==> config.mk <==
export PLATFORM = sky130hd
export DESIGN_NAME = magnetometer_hard_soft_iron_calibration_flat
export DESIGN_NICKNAME = d
export VERILOG_FILES = /design/src/mhsi_pkg.sv /design/src/mhsi_ifs.sv /design/src/mhsi_div.sv /design/src/mhsi_lane.sv /design/src/magnetometer_hard_soft_iron_calibration.sv /design/src/flat_wrapper.sv
export SDC_FILE = /design/constraint.sdc
export NUM_CORES = 2
export LEC_CHECK = 0
export BUFFER_PORTS_ARGS = -buffer_cell sky130_fd_sc_hd__buf_4
export CAP_MARGIN = 10
export CELL_PAD_IN_SITES_DETAIL_PLACEMENT = 1
export CELL_PAD_IN_SITES_GLOBAL_PLACEMENT = 1
export CORE_MARGIN = 3
export CORE_UTILIZATION = 50
export DETAILED_ROUTE_END_ITERATION = 7
export PLACE_DENSITY_LB_ADDON = 0.2
export SLEW_MARGIN = 0
export SYNTH_ARGS = -nofsm -noshare
export SYNTH_HDL_FRONTEND = slang
export SYNTH_SLANG_ARGS = --single-unit
==> constraint.sdc <==
create_clock -name i_clk -period 17.7 [get_ports i_clk]
set_input_delay 3.54 -clock i_clk [delete_from_list [all_inputs] [get_ports i_clk]]
set_output_delay 3.54 -clock i_clk [all_outputs]
set_load 0.05 [all_outputs]
==> src/mhsi_pkg.sv <==
// Package: widths, codes and lane control types of the magnetometer calibration block.
`default_nettype none
package mhsi_pkg;

    localparam int SAMPLE_BITS     = 16;
    localparam int SCALE_FRAC_BITS = 12;
    localparam int GAIN_BITS       = 16;
    localparam int NUM_AXES        = 3;

    localparam int SUM_BITS = SAMPLE_BITS + 2;
    localparam int DEN_BITS = SAMPLE_BITS + 3;
    localparam int NUM_BITS = SUM_BITS + SCALE_FRAC_BITS + 2;
    localparam int PROD_BITS = SAMPLE_BITS + GAIN_BITS + 2;

    localparam int SMAX_I = 2 ** (SAMPLE_BITS - 1) - 1;
    localparam int SMIN_I = -(2 ** (SAMPLE_BITS - 1));
    localparam int ONE_I  = 2 ** SCALE_FRAC_BITS;
    localparam int GMAX_I = 2 ** GAIN_BITS - 1;

    localparam logic signed [SAMPLE_BITS-1:0] SAMPLE_MAX = SAMPLE_BITS'(SMAX_I);
    localparam logic signed [SAMPLE_BITS-1:0] SAMPLE_MIN = SAMPLE_BITS'(SMIN_I);
    localparam logic [GAIN_BITS-1:0] SCALE_ONE =
        GAIN_BITS'((ONE_I > GMAX_I) ? GMAX_I : ONE_I);

    localparam logic [1:0] CMD_START   = 2'd0;
    localparam logic [1:0] CMD_SAMPLE  = 2'd1;
    localparam logic [1:0] CMD_FINISH  = 2'd2;
    localparam logic [1:0] CMD_CORRECT = 2'd3;

    localparam logic [1:0] ST_OK         = 2'd0;
    localparam logic [1:0] ST_NO_SAMPLES = 2'd1;
    localparam logic [1:0] ST_SATURATED  = 2'd2;

    typedef struct packed {
        logic clear;
        logic track;
        logic fin;
        logic div_start;
        logic mul;
        logic corr;
    } t_lane_ctrl;

    typedef struct packed {
        logic busy;
        logic sat;
    } t_lane_stat;

endpackage
`default_nettype wire

==> src/mhsi_ifs.sv <==
// Channel interfaces: sample/command input and result output.
`default_nettype none
interface mhsi_in_if import mhsi_pkg::*; ();
    logic                          valid;
    logic                          ready;
    logic [1:0]                    cmd;
    logic signed [SAMPLE_BITS-1:0] mag_x;
    logic signed [SAMPLE_BITS-1:0] mag_y;
    logic signed [SAMPLE_BITS-1:0] mag_z;

    modport source (output valid, output cmd, output mag_x, output mag_y, output mag_z,
                    input ready);
    modport sink   (input valid, input cmd, input mag_x, input mag_y, input mag_z,
                    output ready);
endinterface

interface mhsi_out_if import mhsi_pkg::*; ();
    logic                          valid;
    logic                          ready;
    logic signed [SAMPLE_BITS-1:0] cor_x;
    logic signed [SAMPLE_BITS-1:0] cor_y;
    logic signed [SAMPLE_BITS-1:0] cor_z;
    logic signed [SAMPLE_BITS-1:0] off_x;
    logic signed [SAMPLE_BITS-1:0] off_y;
    logic signed [SAMPLE_BITS-1:0] off_z;
    logic [GAIN_BITS-1:0]          gain_x;
    logic [GAIN_BITS-1:0]          gain_y;
    logic [GAIN_BITS-1:0]          gain_z;
    logic [1:0]                    status;

    modport source (output valid, output cor_x, output cor_y, output cor_z,
                    output off_x, output off_y, output off_z,
                    output gain_x, output gain_y, output gain_z, output status,
                    input ready);
    modport sink   (input valid, input cor_x, input cor_y, input cor_z,
                    input off_x, input off_y, input off_z,
                    input gain_x, input gain_y, input gain_z, input status,
                    output ready);
endinterface
`default_nettype wire

==> src/mhsi_div.sv <==
// Restoring divider, one quotient bit per cycle.
`default_nettype none
module mhsi_div import mhsi_pkg::*; (
    input  wire logic                i_clk,
    input  wire logic                i_rst_n,
    input  wire logic                i_start,
    input  wire logic [NUM_BITS-1:0] i_num,
    input  wire logic [DEN_BITS-1:0] i_den,
    output logic                     o_busy,
    output logic                     o_done,
    output logic [NUM_BITS-1:0]      o_quo
);
    localparam int CW = $clog2(NUM_BITS + 1);

    logic [DEN_BITS-1:0] r_rem, r_den;
    logic [NUM_BITS-1:0] r_quo;
    logic [CW-1:0]       r_cnt;
    logic                r_busy, r_done;

    logic [DEN_BITS:0]   trial;
    logic                fits;

    assign trial = {r_rem, r_quo[NUM_BITS-1]};
    assign fits  = trial >= {1'b0, r_den};

    always_ff @(posedge i_clk) begin
        if (!i_rst_n) begin
            r_busy <= 1'b0;
            r_done <= 1'b0;
            r_cnt  <= '0;
        end else begin
            r_done <= 1'b0;
            if (i_start) begin
                r_busy <= 1'b1;
                r_cnt  <= CW'(NUM_BITS);
            end else if (r_busy) begin
                r_cnt <= r_cnt - 1'b1;
                if (r_cnt == CW'(1)) begin
                    r_busy <= 1'b0;
                    r_done <= 1'b1;
                end
            end
        end
    end

    always_ff @(posedge i_clk) begin
        if (i_start) begin
            r_rem <= '0;
            r_den <= i_den;
            r_quo <= i_num;
        end else if (r_busy) begin
            // remainder stays below the divisor, so DEN_BITS hold it
            r_rem <= fits ? DEN_BITS'(trial - {1'b0, r_den}) : trial[DEN_BITS-1:0];
            r_quo <= {r_quo[NUM_BITS-2:0], fits};
        end
    end

    assign o_busy = r_busy;
    assign o_done = r_done;
    assign o_quo  = r_quo;
endmodule
`default_nettype wire

==> src/mhsi_lane.sv <==
// One axis lane: min/max tracking, offset and scale update, sample correction.
`default_nettype none
module mhsi_lane import mhsi_pkg::*; (
    input  wire logic                          i_clk,
    input  wire logic                          i_rst_n,
    input  wire t_lane_ctrl                    i_ctrl,
    input  wire logic signed [SAMPLE_BITS-1:0] i_sample,
    input  wire logic [SUM_BITS-1:0]           i_sum,
    output t_lane_stat                         o_stat,
    output logic signed [SAMPLE_BITS-1:0]      o_cor,
    output logic signed [SAMPLE_BITS-1:0]      o_off,
    output logic [GAIN_BITS-1:0]               o_gain,
    output logic [SAMPLE_BITS-1:0]             o_range
);
    localparam int VW = PROD_BITS + 1 - SCALE_FRAC_BITS;
    localparam logic signed [VW-1:0] VMAX = VW'(SMAX_I);
    localparam logic signed [VW-1:0] VMIN = VW'(SMIN_I);
    localparam logic signed [PROD_BITS:0] HALF_LSB =
        (PROD_BITS + 1)'(2 ** (SCALE_FRAC_BITS - 1));

    logic signed [SAMPLE_BITS-1:0] r_min, r_max, r_off, r_cor;
    logic [GAIN_BITS-1:0]          r_gain;
    logic [SAMPLE_BITS-1:0]        r_range;
    logic signed [PROD_BITS-1:0]   r_prod;
    logic                          r_sat;

    logic signed [SAMPLE_BITS:0]   mm_sum, mm_diff, s_diff;
    logic signed [GAIN_BITS:0]     gain_s;
    logic signed [PROD_BITS:0]     rounded;
    logic signed [VW-1:0]          v;
    logic [SAMPLE_BITS+1:0]        r3;
    logic [NUM_BITS-1:0]           num;
    logic [DEN_BITS-1:0]           den;
    logic                          div_busy, div_done;
    logic [NUM_BITS-1:0]           quo;

    assign mm_sum  = {r_max[SAMPLE_BITS-1], r_max} + {r_min[SAMPLE_BITS-1], r_min};
    assign mm_diff = {r_max[SAMPLE_BITS-1], r_max} - {r_min[SAMPLE_BITS-1], r_min};
    assign s_diff  = {i_sample[SAMPLE_BITS-1], i_sample} - {r_off[SAMPLE_BITS-1], r_off};
    assign gain_s  = {1'b0, r_gain};

    assign rounded = {r_prod[PROD_BITS-1], r_prod} + HALF_LSB;
    assign v       = rounded[PROD_BITS:SCALE_FRAC_BITS];

    // numerator sum*2^(F+1) + 3r over divisor 6r gives the rounded ratio
    assign r3  = {2'b00, r_range} + {1'b0, r_range, 1'b0};
    assign num = NUM_BITS'({i_sum, {(SCALE_FRAC_BITS + 1){1'b0}}}) + NUM_BITS'(r3);
    assign den = {r3, 1'b0};

    mhsi_div u_div (
        .i_clk   (i_clk),
        .i_rst_n (i_rst_n),
        .i_start (i_ctrl.div_start && (r_range != '0)),
        .i_num   (num),
        .i_den   (den),
        .o_busy  (div_busy),
        .o_done  (div_done),
        .o_quo   (quo)
    );

    always_ff @(posedge i_clk) begin
        if (!i_rst_n) begin
            r_min  <= SAMPLE_MAX;
            r_max  <= SAMPLE_MIN;
            r_off  <= '0;
            r_gain <= SCALE_ONE;
        end else begin
            if (i_ctrl.clear) begin
                r_min <= SAMPLE_MAX;
                r_max <= SAMPLE_MIN;
            end else if (i_ctrl.track) begin
                if (i_sample < r_min) r_min <= i_sample;
                if (i_sample > r_max) r_max <= i_sample;
            end
            if (i_ctrl.fin) begin
                r_off <= mm_sum[SAMPLE_BITS:1];
            end
            if (div_done) begin
                r_gain <= (|quo[NUM_BITS-1:GAIN_BITS]) ? '1 : quo[GAIN_BITS-1:0];
            end
        end
    end

    always_ff @(posedge i_clk) begin
        if (i_ctrl.fin) begin
            r_range <= mm_diff[SAMPLE_BITS-1:0];
        end
        if (i_ctrl.mul) begin
            r_prod <= s_diff * gain_s;
        end
        if (i_ctrl.corr) begin
            // clamp to the sample range and flag
            if (v > VMAX) begin
                r_cor <= SAMPLE_MAX;
                r_sat <= 1'b1;
            end else if (v < VMIN) begin
                r_cor <= SAMPLE_MIN;
                r_sat <= 1'b1;
            end else begin
                r_cor <= v[SAMPLE_BITS-1:0];
                r_sat <= 1'b0;
            end
        end
    end

    assign o_stat.busy = div_busy || div_done;
    assign o_stat.sat  = r_sat;
    assign o_cor       = r_cor;
    assign o_off       = r_off;
    assign o_gain      = r_gain;
    assign o_range     = r_range;
endmodule
`default_nettype wire

==> src/magnetometer_hard_soft_iron_calibration.sv <==
// Top level: command sequencer, three axis lanes, range/status merge and output register.
//
//  channel  | dir | beat contents
//  ---------+-----+-------------------------------------------------------------
//  i_in     | in  | cmd, mag_x, mag_y, mag_z
//  o_out    | out | cor_x/y/z, off_x/y/z, gain_x/y/z, status (one beat per input)
//
//  Start and calibration sample pass from accept through the run state to the done
//  state, which loads the output register. Correct sample multiplies in the run state
//  and rounds and clamps in the correct state. Finish, once samples are in, steps through
//  the range sum, the divider start and the bit-serial divider in each lane. One command
//  is in flight at a time; the next is accepted once the result sits in the output
//  register. Reset (synchronous, active low) restores unity scales, zero offsets and
//  empty trackers. A stalled output holds its beat and the sequencer waits in its done state.
`default_nettype none
module magnetometer_hard_soft_iron_calibration import mhsi_pkg::*; (
    input  wire logic   i_clk,
    input  wire logic   i_rst_n,
    mhsi_in_if.sink     i_in,
    mhsi_out_if.source  o_out
);
    localparam logic [2:0] S_IDLE   = 3'd0;
    localparam logic [2:0] S_RUN    = 3'd1;
    localparam logic [2:0] S_SUM    = 3'd2;
    localparam logic [2:0] S_DSTART = 3'd3;
    localparam logic [2:0] S_DIV    = 3'd4;
    localparam logic [2:0] S_CORR   = 3'd5;
    localparam logic [2:0] S_DONE   = 3'd6;

    logic [2:0] r_state, n_state;
    logic [1:0] r_cmd, r_status, n_status;
    logic       r_any, n_any;
    logic [SUM_BITS-1:0] r_sum;
    logic signed [SAMPLE_BITS-1:0] r_s [NUM_AXES];

    t_lane_ctrl ctrl;
    t_lane_stat stat [NUM_AXES];
    logic signed [SAMPLE_BITS-1:0] cor [NUM_AXES];
    logic signed [SAMPLE_BITS-1:0] off [NUM_AXES];
    logic [GAIN_BITS-1:0]          gain [NUM_AXES];
    logic [SAMPLE_BITS-1:0]        rng [NUM_AXES];

    logic r_ov;
    logic signed [SAMPLE_BITS-1:0] r_ocor [NUM_AXES];
    logic signed [SAMPLE_BITS-1:0] r_ooff [NUM_AXES];
    logic [GAIN_BITS-1:0]          r_ogain [NUM_AXES];
    logic [1:0]                    r_ostat;

    logic accept, load, any_busy, any_sat;

    assign i_in.ready = (r_state == S_IDLE);
    assign accept     = i_in.valid && i_in.ready;
    // in the done state, load the output register when it is empty or its beat leaves now
    assign load       = (r_state == S_DONE) && (!r_ov || o_out.ready);

    assign any_busy = stat[0].busy || stat[1].busy || stat[2].busy;
    assign any_sat  = stat[0].sat || stat[1].sat || stat[2].sat;

    // lane control decode
    always_comb begin
        ctrl = '0;
        if (r_state == S_RUN) begin
            unique case (r_cmd)
                CMD_START:   ctrl.clear = 1'b1;
                CMD_SAMPLE:  ctrl.track = 1'b1;
                CMD_FINISH:  ctrl.fin   = r_any;
                CMD_CORRECT: ctrl.mul   = 1'b1;
                default:     ctrl = '0;
            endcase
        end
        ctrl.div_start = (r_state == S_DSTART);
        ctrl.corr      = (r_state == S_CORR);
    end

    // sequencer
    always_comb begin
        n_state  = r_state;
        n_status = r_status;
        n_any    = r_any;
        unique case (r_state)
            S_IDLE: begin
                if (accept) n_state = S_RUN;
            end
            S_RUN: begin
                n_status = ST_OK;
                unique case (r_cmd)
                    CMD_START: begin
                        n_any   = 1'b0;
                        n_state = S_DONE;
                    end
                    CMD_SAMPLE: begin
                        n_any   = 1'b1;
                        n_state = S_DONE;
                    end
                    CMD_FINISH: begin
                        if (r_any) begin
                            n_state = S_SUM;
                        end else begin
                            n_status = ST_NO_SAMPLES;
                            n_state  = S_DONE;
                        end
                    end
                    default: n_state = S_CORR;
                endcase
            end
            S_SUM:    n_state = S_DSTART;
            S_DSTART: n_state = S_DIV;
            S_DIV: begin
                if (!any_busy) n_state = S_DONE;
            end
            S_CORR: n_state = S_DONE;
            S_DONE: begin
                if (load) n_state = S_IDLE;
            end
            default: n_state = S_IDLE;
        endcase
        // the clamp flags are registered in S_CORR and read in S_DONE
        if (r_state == S_DONE && r_cmd == CMD_CORRECT && any_sat) begin
            n_status = ST_SATURATED;
        end
    end

    always_ff @(posedge i_clk) begin
        if (!i_rst_n) begin
            r_state  <= S_IDLE;
            r_any    <= 1'b0;
            r_status <= ST_OK;
            r_ov     <= 1'b0;
        end else begin
            r_state  <= n_state;
            r_any    <= n_any;
            r_status <= n_status;
            if (load) begin
                r_ov <= 1'b1;
            end else if (o_out.ready) begin
                r_ov <= 1'b0;
            end
        end
    end

    // input capture, range sum and output payload
    always_ff @(posedge i_clk) begin
        if (accept) begin
            r_cmd  <= i_in.cmd;
            r_s[0] <= i_in.mag_x;
            r_s[1] <= i_in.mag_y;
            r_s[2] <= i_in.mag_z;
        end
        if (r_state == S_SUM) begin
            r_sum <= SUM_BITS'(rng[0]) + SUM_BITS'(rng[1]) + SUM_BITS'(rng[2]);
        end
        if (load) begin
            for (int a = 0; a < NUM_AXES; a++) begin
                r_ocor[a]  <= (r_cmd == CMD_CORRECT) ? cor[a] : '0;
                r_ooff[a]  <= off[a];
                r_ogain[a] <= gain[a];
            end
            r_ostat <= (r_cmd == CMD_CORRECT && any_sat) ? ST_SATURATED : r_status;
        end
    end

    for (genvar g = 0; g < NUM_AXES; g++) begin : g_lane
        mhsi_lane u_lane (
            .i_clk    (i_clk),
            .i_rst_n  (i_rst_n),
            .i_ctrl   (ctrl),
            .i_sample (r_s[g]),
            .i_sum    (r_sum),
            .o_stat   (stat[g]),
            .o_cor    (cor[g]),
            .o_off    (off[g]),
            .o_gain   (gain[g]),
            .o_range  (rng[g])
        );
    end

    assign o_out.valid  = r_ov;
    assign o_out.cor_x  = r_ocor[0];
    assign o_out.cor_y  = r_ocor[1];
    assign o_out.cor_z  = r_ocor[2];
    assign o_out.off_x  = r_ooff[0];
    assign o_out.off_y  = r_ooff[1];
    assign o_out.off_z  = r_ooff[2];
    assign o_out.gain_x = r_ogain[0];
    assign o_out.gain_y = r_ogain[1];
    assign o_out.gain_z = r_ogain[2];
    assign o_out.status = r_ostat;
endmodule
`default_nettype wire

==> src/flat_wrapper.sv <==
// flat-port wrapper written by rule: the top's interface ports become plain ports
module magnetometer_hard_soft_iron_calibration_flat import mhsi_pkg::*;
  (i_clk, i_rst_n, i_in_valid, i_in_cmd, i_in_mag_x, i_in_mag_y, i_in_mag_z, i_in_ready, o_out_valid, o_out_cor_x, o_out_cor_y, o_out_cor_z, o_out_off_x, o_out_off_y, o_out_off_z, o_out_gain_x, o_out_gain_y, o_out_gain_z, o_out_status, o_out_ready);
  mhsi_in_if i_in_i ();
  mhsi_out_if o_out_i ();
  input  wire logic i_clk;
  input  wire logic i_rst_n;
  input wire logic [$bits(i_in_i.valid)-1:0] i_in_valid;
  input wire logic [$bits(i_in_i.cmd)-1:0] i_in_cmd;
  input wire logic [$bits(i_in_i.mag_x)-1:0] i_in_mag_x;
  input wire logic [$bits(i_in_i.mag_y)-1:0] i_in_mag_y;
  input wire logic [$bits(i_in_i.mag_z)-1:0] i_in_mag_z;
  output wire logic [$bits(i_in_i.ready)-1:0] i_in_ready;
  output wire logic [$bits(o_out_i.valid)-1:0] o_out_valid;
  output wire logic [$bits(o_out_i.cor_x)-1:0] o_out_cor_x;
  output wire logic [$bits(o_out_i.cor_y)-1:0] o_out_cor_y;
  output wire logic [$bits(o_out_i.cor_z)-1:0] o_out_cor_z;
  output wire logic [$bits(o_out_i.off_x)-1:0] o_out_off_x;
  output wire logic [$bits(o_out_i.off_y)-1:0] o_out_off_y;
  output wire logic [$bits(o_out_i.off_z)-1:0] o_out_off_z;
  output wire logic [$bits(o_out_i.gain_x)-1:0] o_out_gain_x;
  output wire logic [$bits(o_out_i.gain_y)-1:0] o_out_gain_y;
  output wire logic [$bits(o_out_i.gain_z)-1:0] o_out_gain_z;
  output wire logic [$bits(o_out_i.status)-1:0] o_out_status;
  input wire logic [$bits(o_out_i.ready)-1:0] o_out_ready;
  assign i_in_i.valid = i_in_valid;
  assign i_in_i.cmd = i_in_cmd;
  assign i_in_i.mag_x = i_in_mag_x;
  assign i_in_i.mag_y = i_in_mag_y;
  assign i_in_i.mag_z = i_in_mag_z;
  assign i_in_ready = i_in_i.ready;
  assign o_out_valid = o_out_i.valid;
  assign o_out_cor_x = o_out_i.cor_x;
  assign o_out_cor_y = o_out_i.cor_y;
  assign o_out_cor_z = o_out_i.cor_z;
  assign o_out_off_x = o_out_i.off_x;
  assign o_out_off_y = o_out_i.off_y;
  assign o_out_off_z = o_out_i.off_z;
  assign o_out_gain_x = o_out_i.gain_x;
  assign o_out_gain_y = o_out_i.gain_y;
  assign o_out_gain_z = o_out_i.gain_z;
  assign o_out_status = o_out_i.status;
  assign o_out_i.ready = o_out_ready;
  magnetometer_hard_soft_iron_calibration u_core (.i_clk(i_clk), .i_rst_n(i_rst_n), .i_in(i_in_i), .o_out(o_out_i));
endmodule
==> flow_summary_export.csv <==
group,metric,value,unit
final_layout,regArea,21580,µm²
cts,cts_resized,0,
global_routing,grt_pass1_wl,368400,µm
synthesis,synth_top_flop_cell,"edfxtp_1",
route,drc_errors,0,
placed_design,dp_hpwl,178500,µm
synthesis,synth_fa_ha_area_share,32.03,%
synthesis,ys_seq_elements,812,
global_routing,track_usage,28.76,%
cts,path_clk_slew,0.06,ns
timing,hold_viol,0,
cts,cts-hold-fix-buffers,0,
worst_setup_path,critical_path_buf_inv_count,6,
floorplanning,core,156400,µm²
route,drt_pass1_iterations,5,
synthesis,synth_top_family_by_area,"adder cells",
global_routing,grt_pass1_vias,65970,
timing,tightest_slew,1.281,ns
cts,cts_buffers,97,
synthesis,synthSimpleGateAreaFrac,15.26,%
timing,rsz0062_at_grt,"no",
final_layout,multiInputGateArea,50690,µm²
worst_setup_path,cp-end-kind,"flop",
final_layout,drive_gt1_share,7.236,%
route,wl_per_cell,22.24,µm
floorplanning,die_x,403.0,µm
synthesis,synth_xor_area_share,4.546,%
timing,whs,0.4411,ns
route,drtIter0Drc,3419,
synthesis,netlist_instances,8341,
synthesis,synth.distinct_cells,86,
timing,fmax,98.15,MHz
floorplanning,die_y,403.0,µm
cts,cts_setup_buffers,0,
cts,cts.sinks,812,
worst_setup_path,required,18.17,ns
global_routing,grt_antenna_before_repair,11,
worst_setup_path,cpMostUsedCell,"fa_1",
worst_setup_path,critPathTopFamily,"adder cells",
timing,setup_violations,0,
route,met1Wirelength,97950,µm
worst_setup_path,crit_fanout,16,
route,wl,233600,µm
final_layout,final.fill_count,17520,
cts,cts_max_level,3,
cts,root_buffer,"clkbuf_16",
synthesis,syn-num-nets,9905,
timing,fin_skew,0.03915,ns
synthesis,ys_seq_area_share,27.39,%
global_routing,grt.overflow.total,0,
placed_design,place_worst_setup_slack,7.513,ns
placed_design,placed_area,82470,µm²
synthesis,synthMuxAreaShare,1.791,%
route,vias,60130,
placed_design,gp_congestion,0.8906,
route,maxUsedRoutingLayer,"met5",
floorplanning,rows,145,
final_layout,syn2layout_area_growth,8.906,%
route,ant_nets,0,
synthesis,synth_compound_area_share,10.34,%
final_layout,final_area,85820,µm²
status,outcome,"complete, no violations",
worst_setup_path,path_class,"flop to flop",
route,wl_met2,116000,µm
worst_setup_path,crit_slowest_cell,"xnor2_2",
pwr,ir_worst_vdd,0.00007589,V
cts,cts_tree,"yes",
cts,clk_latency,0.75,ns
worst_setup_path,worstSetupStartpointType,"flop",
final_layout,final_cell_mix,"inv_1, fa_1, nand2_1, ha_1, edfxtp_1",
worst_setup_path,cp.arrival,10.65,ns
cts,cts_buffer_depth,3,
pwr,p_total,8.484,mW
synthesis,async_flop_share,0,%
timing,period_needed,10.19,ns
timing,final.period_utilization,57.56,%
route,wl_met3,11390,µm
global_routing,grt_start_max_net_pins,87,
job,cap_violations,0,
synthesis,syn_area,78800,µm²
final_layout,layout_commonest_cell,"inv_1",
timing,tns,0,ns
timing,max_slew_margin,14.58,%
synthesis,synth_edf_count,532,
worst_setup_path,slowest_delay,0.74,ns
pwr,leakagePower,38.85,nW
pwr,p_per_area,98.86,nW/µm²
synthesis,avgSynthCellArea,9.448,µm²
final_layout,nets,9923,
route,viasPerCell,5.724,
placed_design,io_buffer_count,201,
worst_hold_path,hold_path_class,"flop to flop",
floorplanning,dieArea,162400,µm²
synthesis,ys_warn_count,0,
floorplanning,start_util,50.39,%
timing,postLayoutSetupSlackWorst,7.511,ns
floorplanning,boundaryPins,202,
timing,slew_violations,0,
Yosys cell counts (20+ instances only):
cell type	count	area [µm²]
fa_1	833	16680
and3_1	161	1007
o311ai_0	37	324.1
o21ai_0	303	1516
nor2b_1	114	713.2
o21bai_1	29	217.7
clkbuf_1	350	1314
o31ai_1	24	180.2
xor2_1	116	1016
nor4_1	29	181.4
a21o_1	79	593.1
nor2_1	410	1539
a31oi_1	50	312.8
o211ai_1	22	165.2
o221a_2	46	518.0
o22ai_1	23	143.9
nand2b_1	102	638.1
a211o_1	21	183.9
nand2_1	731	2744
or3_1	47	294.0
nor3_1	122	610.6
o221ai_1	20	175.2
a21oi_1	301	1506
nand4_1	46	287.8
dfxtp_1	280	5605
and2_1	324	2027
o21a_1	39	292.8
xnor2_1	293	2566
nand3b_1	28	210.2
a211oi_1	119	893.4
nand3_1	213	1066
mux2i_1	123	1231
edfxtp_1	532	15980
ha_1	677	8471
inv_1	1415	5311
where the power goes:
part	switching (mW)	internal (mW)	leakage, nW
logic	2.40	1.32	30.1
registers	0.266	2.39	7.15
clock network	0.895	1.22	1.59
total	3.56	4.93	38.8
cell families (layout without fill, tap and decap cells):
logic type,after synthesis,in the layout
simple gates,2409,2409
flops,812,812
buf+inv,1806,1909
fa+ha+maj,1519,1519
other cells,0,3
xor+xnor,409,409
mux,139,139
compound gates,1247,1247
area by class of cell:
class | instances | share of cell area (%)
Sequential cell | 812 | 25.15
Clock buffer | 129 | 3.089
Tap cell | 2058 | 3.000
Antenna cell | 3 | 0.008747
Inverter | 1420 | 6.214
Multi-Input combinational cell | 5723 | 59.07
Timing Repair Buffer | 305 | 2.668
Clock inverter | 55 | 0.8077
layer usage:
metal  up-vias  GRT usage [%]
li1      27510              -
met1     30790          36.26
met2      1408          50.83
met3       415          3.531
met4         8          10.14
met5         -              0
final timing paths:
path | slack, ns | cells past startpoint | start | endpoint
max | 7.51 | 33 | u_core.r_s[0][16] | u_core.g_lane[1].u_lane.r_prod[32]
min | 0.44 | 0 | u_core.g_lane[1].u_lane.o_off[3] | u_core.r_ooff[0][19]
max reg2reg | 7.51 | 33 | u_core.r_s[0][16] | u_core.g_lane[1].u_lane.r_prod[32]
min reg2reg | 0.44 | 0 | u_core.g_lane[1].u_lane.o_off[3] | u_core.r_ooff[0][19]
stage by stage:
stage | util [%] | cells
2_1_floorplan | - | 8341
3_3_place_gp | 52.73 | 10320
3_5_place_dp | 52.73 | 10320
4_1_cts | 54.87 | 10500
5_1_grt | 54.87 | 10500
6_report | 54.88 | 10510
sequential cells by signal, summed over array words and instances, names as in the netlist, 48 cells and up:
signal	cells
u_core.g_lane.u_lane.u_div.o_quo	96
u_core.g_lane.u_lane.r_prod	69
u_core.g_lane.u_lane.u_div.r_rem	57
u_core.g_lane.u_lane.u_div.r_den	54
u_core.g_lane.u_lane.o_cor	48
u_core.g_lane.u_lane.o_gain	48
u_core.g_lane.u_lane.o_off	48
u_core.g_lane.u_lane.o_range	48
u_core.g_lane.u_lane.r_max	48
u_core.g_lane.u_lane.r_min	48
u_core.r_ocor	48
u_core.r_ogain	48
u_core.r_ooff	48
u_core.r_s	48
Note: power is estimated with default switching activity, not from simulation.
